===== config.mk =====
export PLATFORM = sky130hd
export DESIGN_NAME = stack_permutation_sequencer_flat
export DESIGN_NICKNAME = d
export VERILOG_FILES = /design/src/sps_pkg.sv /design/src/sps_in_if.sv /design/src/sps_out_if.sv /design/src/stack_permutation_sequencer.sv /design/src/sps_cell.sv /design/src/flat_wrapper.sv
export SDC_FILE = /design/constraint.sdc
export NUM_CORES = 1
export LEC_CHECK = 0
export BUFFER_PORTS_ARGS = -buffer_cell sky130_fd_sc_hd__buf_2
export CAP_MARGIN = 20
export CORE_ASPECT_RATIO = 1.75
export CORE_UTILIZATION = 40
export DETAILED_ROUTE_END_ITERATION = 10
export GPL_TIMING_DRIVEN = 0
export PLACE_DENSITY = 0.56
export SETUP_SLACK_MARGIN = 0.15
export SLEW_MARGIN = 20
export SYNTH_ARGS = -nofsm -noshare
export SYNTH_HDL_FRONTEND = slang
export SYNTH_SLANG_ARGS = --single-unit

===== constraint.sdc =====
create_clock -name clk_i -period 5.5 [get_ports clk_i]
set_input_delay 0.275 -clock clk_i [delete_from_list [all_inputs] [get_ports clk_i]]
set_output_delay 0.275 -clock clk_i [all_outputs]
set_load 0.01 [all_outputs]

===== src/sps_pkg.sv =====
// shared types and constants of the stack permutation sequencer
package sps_pkg;

  localparam int unsigned DEPTH       = 16;
  localparam int unsigned VALUE_WIDTH = 16;
  localparam int unsigned CNT_W       = $clog2(DEPTH + 1);

  // input operation codes
  typedef enum logic [1:0] {
    OP_LOAD   = 2'd0,
    OP_TARGET = 2'd1,
    OP_FINISH = 2'd2
  } op_e;

  // result action codes
  typedef enum logic [2:0] {
    ACT_DEQUEUE    = 3'd0,
    ACT_PUSH       = 3'd1,
    ACT_POP        = 3'd2,
    ACT_ENQUEUE    = 3'd3,
    ACT_POSSIBLE   = 3'd4,
    ACT_IMPOSSIBLE = 3'd5
  } action_e;

  // what a storage cell takes in this cycle
  typedef enum logic [1:0] {
    CELL_HOLD = 2'd0,
    CELL_PREV = 2'd1,
    CELL_NEXT = 2'd2,
    CELL_EXT  = 2'd3
  } cell_op_e;

endpackage


===== src/sps_in_if.sv =====
// input channel: operation and value with valid/ready
interface sps_in_if;
  import sps_pkg::*;

  logic                   valid;
  logic                   ready;
  logic [1:0]             operation;
  logic [VALUE_WIDTH-1:0] value;

  modport source (output valid, output operation, output value, input ready);
  modport sink   (input valid, input operation, input value, output ready);
endinterface


===== src/sps_out_if.sv =====
// output channel: action and last with valid/ready
interface sps_out_if;
  logic       valid;
  logic       ready;
  logic [2:0] action;
  logic       last;

  modport source (output valid, output action, output last, input ready);
  modport sink   (input valid, input action, input last, output ready);
endinterface


===== src/stack_permutation_sequencer.sv =====
// top level of the stack permutation sequencer
//
// loads go into a queue built as a chain of DEPTH cells whose head is cell 0;
// a dequeue shifts every cell one place toward the head. the side stack is a
// second chain with its top in cell 0; push shifts away from the top, pop
// shifts toward it. a load emits nothing; loads after DEPTH since the last
// finish are dropped. a target whose value sits on the stack top emits pop,
// enqueue. otherwise it walks the queue one action per cycle unless the
// output stalls, emitting dequeue then enqueue (match) or push (no match).
// a target with no stack top match and an empty queue emits nothing. finish
// emits one verdict (possible when the stack is empty) and clears both
// chains. one item is worked on at a time; the next is taken once the last
// action of the current one has entered the output register.
module stack_permutation_sequencer (
  input  logic      clk_i,
  input  logic      rst_ni,
  sps_in_if.sink    in_i,
  sps_out_if.source out_o
);
  import sps_pkg::*;

  // sequencer states, one-hot
  typedef enum logic [3:0] {
    S_IDLE = 4'b0001,
    S_DEQ  = 4'b0010,
    S_ENQ  = 4'b0100,
    S_PUSH = 4'b1000
  } state_e;

  state_e                 state_q, state_d;
  logic [CNT_W-1:0]       qcnt_q, qcnt_d;   // pending queue entries
  logic [CNT_W-1:0]       tail_q, tail_d;   // loads since last clear
  logic [CNT_W-1:0]       scnt_q, scnt_d;   // stack fill
  logic [VALUE_WIDTH-1:0] key_q, key_d;
  logic                   ov_q, ov_d;
  action_e                act_q, act_d;
  logic                   last_q, last_d;

  logic                   out_free;
  logic                   in_fire;
  logic                   q_load, q_shift, s_push, s_pop;

  cell_op_e               q_op   [DEPTH];
  cell_op_e               s_op   [DEPTH];
  logic [VALUE_WIDTH-1:0] q_data [DEPTH];
  logic [VALUE_WIDTH-1:0] s_data [DEPTH];
  logic [VALUE_WIDTH-1:0] front, top;

  assign front    = q_data[0];
  assign top      = s_data[0];
  // output register can take a new action this cycle
  assign out_free = !ov_q || out_o.ready;
  assign in_i.ready = (state_q == S_IDLE) && out_free;
  assign in_fire  = in_i.valid && in_i.ready;

  always_comb begin
    state_d = state_q;
    qcnt_d  = qcnt_q;
    tail_d  = tail_q;
    scnt_d  = scnt_q;
    key_d   = key_q;
    ov_d    = ov_q && !out_o.ready;
    act_d   = act_q;
    last_d  = last_q;
    q_load  = 1'b0;
    q_shift = 1'b0;
    s_push  = 1'b0;
    s_pop   = 1'b0;

    unique case (state_q)
      S_IDLE: begin
        if (in_fire) begin
          unique case (in_i.operation)
            OP_LOAD: begin
              if (tail_q < CNT_W'(DEPTH)) begin
                q_load = 1'b1;
                qcnt_d = qcnt_q + CNT_W'(1);
                tail_d = tail_q + CNT_W'(1);
              end
            end
            OP_TARGET: begin
              key_d = in_i.value;
              if ((scnt_q != '0) && (top == in_i.value)) begin
                // match on the stack top: pop then enqueue
                s_pop   = 1'b1;
                scnt_d  = scnt_q - CNT_W'(1);
                ov_d    = 1'b1;
                act_d   = ACT_POP;
                last_d  = 1'b0;
                state_d = S_ENQ;
              end else if (qcnt_q != '0) begin
                state_d = S_DEQ;
              end
            end
            OP_FINISH: begin
              ov_d   = 1'b1;
              act_d  = (scnt_q == '0) ? ACT_POSSIBLE : ACT_IMPOSSIBLE;
              last_d = 1'b1;
              qcnt_d = '0;
              tail_d = '0;
              scnt_d = '0;
            end
            default: ;  // unused code, ignored
          endcase
        end
      end
      S_DEQ: begin
        if (out_free) begin
          q_shift = 1'b1;
          qcnt_d  = qcnt_q - CNT_W'(1);
          ov_d    = 1'b1;
          act_d   = ACT_DEQUEUE;
          last_d  = 1'b0;
          if (front == key_q) begin
            state_d = S_ENQ;
          end else begin
            // no match: value moves onto the stack
            s_push  = 1'b1;
            scnt_d  = scnt_q + CNT_W'(1);
            state_d = S_PUSH;
          end
        end
      end
      S_ENQ: begin
        if (out_free) begin
          ov_d    = 1'b1;
          act_d   = ACT_ENQUEUE;
          last_d  = 1'b1;
          state_d = S_IDLE;
        end
      end
      S_PUSH: begin
        if (out_free) begin
          ov_d    = 1'b1;
          act_d   = ACT_PUSH;
          // queue drained: search ends here
          last_d  = (qcnt_q == '0);
          state_d = (qcnt_q == '0) ? S_IDLE : S_DEQ;
        end
      end
      default: state_d = S_IDLE;
    endcase
  end

  always_ff @(posedge clk_i or negedge rst_ni) begin
    if (!rst_ni) begin
      state_q <= S_IDLE;
      qcnt_q  <= '0;
      tail_q  <= '0;
      scnt_q  <= '0;
      ov_q    <= 1'b0;
    end else begin
      state_q <= state_d;
      qcnt_q  <= qcnt_d;
      tail_q  <= tail_d;
      scnt_q  <= scnt_d;
      ov_q    <= ov_d;
    end
  end

  // payload registers
  always_ff @(posedge clk_i) begin
    key_q  <= key_d;
    act_q  <= act_d;
    last_q <= last_d;
  end

  assign out_o.valid  = ov_q;
  assign out_o.action = act_q;
  assign out_o.last   = last_q;

  // queue and stack chains
  for (genvar k = 0; k < DEPTH; k++) begin : g_chain
    logic [VALUE_WIDTH-1:0] q_next, s_prev, s_next;

    always_comb begin
      if (q_load && (qcnt_q == CNT_W'(k))) begin
        q_op[k] = CELL_EXT;
      end else if (q_shift) begin
        q_op[k] = CELL_NEXT;
      end else begin
        q_op[k] = CELL_HOLD;
      end
    end

    always_comb begin
      if (s_push) begin
        s_op[k] = (k == 0) ? CELL_EXT : CELL_PREV;
      end else if (s_pop) begin
        s_op[k] = CELL_NEXT;
      end else begin
        s_op[k] = CELL_HOLD;
      end
    end

    if (k == DEPTH - 1) begin : g_end
      assign q_next = '0;
      assign s_next = '0;
    end else begin : g_mid
      assign q_next = q_data[k+1];
      assign s_next = s_data[k+1];
    end

    if (k == 0) begin : g_first
      assign s_prev = '0;
    end else begin : g_rest
      assign s_prev = s_data[k-1];
    end

    sps_cell u_qcell (
      .clk_i  (clk_i),
      .op_i   (q_op[k]),
      .prev_i ('0),
      .next_i (q_next),
      .ext_i  (in_i.value),
      .data_o (q_data[k])
    );

    sps_cell u_scell (
      .clk_i  (clk_i),
      .op_i   (s_op[k]),
      .prev_i (s_prev),
      .next_i (s_next),
      .ext_i  (front),
      .data_o (s_data[k])
    );
  end
endmodule


===== src/sps_cell.sv =====
// one storage cell of the queue or stack chain
module sps_cell (
  input  logic                            clk_i,
  input  sps_pkg::cell_op_e               op_i,
  input  logic [sps_pkg::VALUE_WIDTH-1:0] prev_i,
  input  logic [sps_pkg::VALUE_WIDTH-1:0] next_i,
  input  logic [sps_pkg::VALUE_WIDTH-1:0] ext_i,
  output logic [sps_pkg::VALUE_WIDTH-1:0] data_o
);
  import sps_pkg::*;

  logic [VALUE_WIDTH-1:0] data_q, data_d;

  always_comb begin
    unique case (op_i)
      CELL_HOLD: data_d = data_q;
      CELL_PREV: data_d = prev_i;
      CELL_NEXT: data_d = next_i;
      CELL_EXT:  data_d = ext_i;
      default:   data_d = data_q;
    endcase
  end

  always_ff @(posedge clk_i) begin
    data_q <= data_d;
  end

  assign data_o = data_q;
endmodule


===== src/flat_wrapper.sv =====
// flat-port wrapper written by rule: the top's interface ports become plain ports
module stack_permutation_sequencer_flat import sps_pkg::*;
  (clk_i, rst_ni, in_i_valid, in_i_operation, in_i_value, in_i_ready, out_o_valid, out_o_action, out_o_last, out_o_ready);
  sps_in_if in_i_i ();
  sps_out_if out_o_i ();
  input  logic clk_i;
  input  logic rst_ni;
  input wire logic [$bits(in_i_i.valid)-1:0] in_i_valid;
  input wire logic [$bits(in_i_i.operation)-1:0] in_i_operation;
  input wire logic [$bits(in_i_i.value)-1:0] in_i_value;
  output wire logic [$bits(in_i_i.ready)-1:0] in_i_ready;
  output wire logic [$bits(out_o_i.valid)-1:0] out_o_valid;
  output wire logic [$bits(out_o_i.action)-1:0] out_o_action;
  output wire logic [$bits(out_o_i.last)-1:0] out_o_last;
  input wire logic [$bits(out_o_i.ready)-1:0] out_o_ready;
  assign in_i_i.valid = in_i_valid;
  assign in_i_i.operation = in_i_operation;
  assign in_i_i.value = in_i_value;
  assign in_i_ready = in_i_i.ready;
  assign out_o_valid = out_o_i.valid;
  assign out_o_action = out_o_i.action;
  assign out_o_last = out_o_i.last;
  assign out_o_i.ready = out_o_ready;
  stack_permutation_sequencer u_core (.clk_i(clk_i), .rst_ni(rst_ni), .in_i(in_i_i), .out_o(out_o_i));
endmodule

==> results.sh <==
export IMPL_max_cap_viol_count=0
export IMPL_netlist_top_cells_area="edfxtp_1, mux2_2, a22o_1"
export IMPL_hold_class="in2reg"
export IMPL_ys_seq_area_frac=0.695
export IMPL_setup_viol=0
export IMPL_period_needed_ns=5.08
export IMPL_synth_seq_cells=552
export IMPL_crit_type="in2reg"
export IMPL_yosysMostFrequentCell="edfxtp_1"
export IMPL_dp_cells=2240
export IMPL_rr_worst_depth=11
export IMPL_start_util=0.406
export IMPL_drcViolationCount=0
export IMPL_dpl_hpwl_um=40300
export IMPL_multiInputGateArea_um2=6550
export IMPL_die_h_um=324
export IMPL_whs_path_depth=3
export IMPL_yosysWarnings=0
export IMPL_grt_max_degree=57
export IMPL_cp_arrival_ns=5.34
export IMPL_grt_usage=0.189
export IMPL_wl_per_cell_um=23.7
export IMPL_drtPass1Iterations=4
export IMPL_max_clock_path_buffers=3
export IMPL_worstPathRequired_ns=5.75
export IMPL_slew_violations=0
export IMPL_tns_ns=0
export IMPL_fin_crit_sh=0.924
export IMPL_final_seq_area_um2=16500
export IMPL_leakagePower_nw=9.17
export IMPL_drive_gt1_frac=0.270
export IMPL_cts_max_level=2
export IMPL_fin_nets=1574
export IMPL_end_kind="register"
export IMPL_hold_viol=0
export IMPL_cts_buffers=52
export IMPL_drt_initial_drc_count=653
export IMPL_peakVddDrop_mv=0.218
export IMPL_cts_setup_buffers=0
export IMPL_grt_antenna_before_repair=2
export IMPL_syn_inst=1433
export IMPL_worst_pin_slew_ns=0.883
export IMPL_worst_hold_startpoint="out_o_ready"
export IMPL_power_density_nw_per_um2=411
export IMPL_status="complete, no violations"
export IMPL_grt_ovfl_total=0
export IMPL_num_vias=12894
export IMPL_via_per_inst=5.47
export IMPL_fmax_mhz=197
export IMPL_final_util=0.460
export IMPL_insertion_delay_ns=0.59
export IMPL_cts_tree="done"
export IMPL_critPathLaunchType="input port"
export IMPL_synth_commonest_cells="edfxtp_1, a22o_1, mux2_2, clkbuf_1, buf_2"
export IMPL_async_reset_ff_frac=0.0362
export IMPL_synth_main_ff_cell="edfxtp_1"
export IMPL_timing_rr_start="u_core.g_chain[0].u_scell.data_o[5]$_DFFE_PP_"
export IMPL_nFillCells=5081
export IMPL_die_width_um=186
export IMPL_port_buffers=27
export IMPL_worst_clock_skew_ns=0.0255
export IMPL_clock_sinks=552
export IMPL_synth_edf_count=532
export IMPL_rsz0062_at_grt="no"
export IMPL_reg2reg_slack_ns=0.64
export IMPL_cp_max_fo=56
export IMPL_synth_nets=1468
export IMPL_io_pins=28
export IMPL_clk_pin_slew_ns=0.06
export IMPL_area_growth_pct=13.4
export IMPL_rows=117
export IMPL_finalWeightedCongestion=0.839
export IMPL_timing_rr_end="u_core.g_chain[15].u_scell.data_o[12]$_DFFE_PP_"
export IMPL_min_to="u_core.state_q[1]$_DFFE_PN0P_"
export IMPL_relSlewSlack=0.403
export IMPL_drt_wl_total_um=55900
export IMPL_first_global_vias=13686
export IMPL_cts_root_buf="clkbuf_16"
export IMPL_core_um2=58400
export IMPL_ant_nets=0
export IMPL_dieArea_um2=60300
export IMPL_yosysTopAreaCell="edfxtp_1"
export IMPL_syn_avg_cell_area_um2=16.6
export IMPL_fin_cells=2357
export IMPL_syn_cell_area_um2=23700
export IMPL_grt_pass1_wl_um=83900
export IMPL_synth_top_cell_area_share=0.673
export IMPL_synth_cell_type_count=50
-- how the worst max path moves through the flow --
stage | start | end | slack [ns]
floorplan | in_i_value[12] | u_core.g_chain[0].u_scell.data_o[0]$_DFFE_PP_ | 1.37
global placement | in_i_value[5] | u_core.g_chain[14].u_scell.data_o[10]$_DFFE_PP_ | -1.63
detailed placement | in_i_value[5] | u_core.g_chain[15].u_scell.data_o[10]$_DFFE_PP_ | -0.70
CTS | in_i_value[8] | u_core.g_chain[15].u_scell.data_o[10]$_DFFE_PP_ | 0.16
global route | in_i_value[8] | u_core.g_chain[9].u_scell.data_o[9]$_DFFE_PP_ | 0.22
finish | in_i_value[11] | u_core.g_chain[15].u_scell.data_o[12]$_DFFE_PP_ | 0.42
-- kinds of logic after synthesis --
| kind of cell | synth area share |
|---|---|
| adder cells (fa/ha/maj) | 0.00686 |
| XOR/XNOR | 0.0122 |
| AO/OA/AOI/OAI | 0.112 |
| multiplexers | 0.108 |
| flip-flops | 0.695 |
| AND/OR/NAND/NOR | 0.0353 |
| buffers and inverters | 0.0311 |
-- power by group --
| part | switching [mW] | internal [mW] |
|---|---|---|
| combinational | 1.04 | 0.633 |
| clock | 1.59 | 2.12 |
| sequential | 0.259 | 5.40 |
| total | 2.90 | 8.15 |
-- state kept, by name, summed over array words and instances, names as in the netlist --
signal / cells
u_core.qcnt_q: 5
u_core.state_q: 4
u_core.tail_q: 5
u_core.g_chain.u_qcell.data_o: 256
u_core.scnt_q: 5
u_core.out_o.action: 3
u_core.g_chain.u_scell.data_o: 256
u_core.out_o.valid: 1
u_core.out_o.last: 1
u_core.key_q: 16
-- repair_timing --
action | CTS | global route
endpoints found under the setup margin | 100 | 48
gates resized for setup | 1 | 1
hold endpoints to repair | 36 | 0
pin swaps | 1 | 0
gates cloned | 1 | 0
hold buffers | 17 | 0
-- worst max-delay path: stages --
cell and delay, ns:
dlygate4sd3_1 0.54, buf_2 0.14, clkbuf_1 0.43, xnor2_1 0.20
nand3_1 0.12, nor3_2 0.60, nand2_1 0.30, nor2_2 0.36
buf_2 0.42, buf_2 0.42, or2_4 0.49, buf_16 0.33
buf_16 0.29, buf_12 0.30
-- area by class of cell --
cell class	instances	area share
Clock buffer	60	0.0495
Inverter	12	0.00167
Timing Repair Buffer	51	0.0161
Buffer	128	0.0257
Clock inverter	37	0.0147
Multi-Input combinational cell	742	0.243
Sequential cell	552	0.613
Antenna cell	2	0.000186
Tap cell	773	0.0360
-- routing by layer --
| metal | global-route usage | routed length [um] | vias up |
|---|---|---|---|
| met1 | 0.189 | 20100 | 6629 |
| li1 | - | - | 5947 |
| met5 | 0 | 0 | - |
| met3 | 0.0213 | 1280 | 110 |
| met2 | 0.371 | 31500 | 208 |
| met4 | 0.103 | 2980 | 0 |
-- placed cells by master (no fill, tap or decap), types with 19 or more instances in the layout --
cell | netlist | layout
a22o_1 | 260 | 260
and3_1 | 27 | 27
buf_2 | 40 | 67
buf_6 | 20 | 23
clkbuf_1 | 55 | 63
clkbuf_16 | 0 | 52
dfrtp_1 | 19 | 19
edfxtp_1 | 532 | 532
mux2_2 | 225 | 225
nand2_1 | 22 | 22
nor2_1 | 21 | 20
nor2b_1 | 20 | 20
-- per-stage QoR --
stage | area (um2) | power (mW) | hold slack (ns) | setup WS, ns
after floorplan | 23700 | 6.82 | -0.0206 | 1.37
after global placement | 24800 | 7.31 | 0.250 | -1.63
after detailed placement | 25000 | 7.41 | 0.265 | -0.698
after CTS | 26900 | 11.1 | 0.119 | 0.155
after global routing | 26900 | 11.5 | 0.155 | 0.216
final | 26900 | 11.0 | 0.161 | 0.416
(Power assumes the default switching activity.)
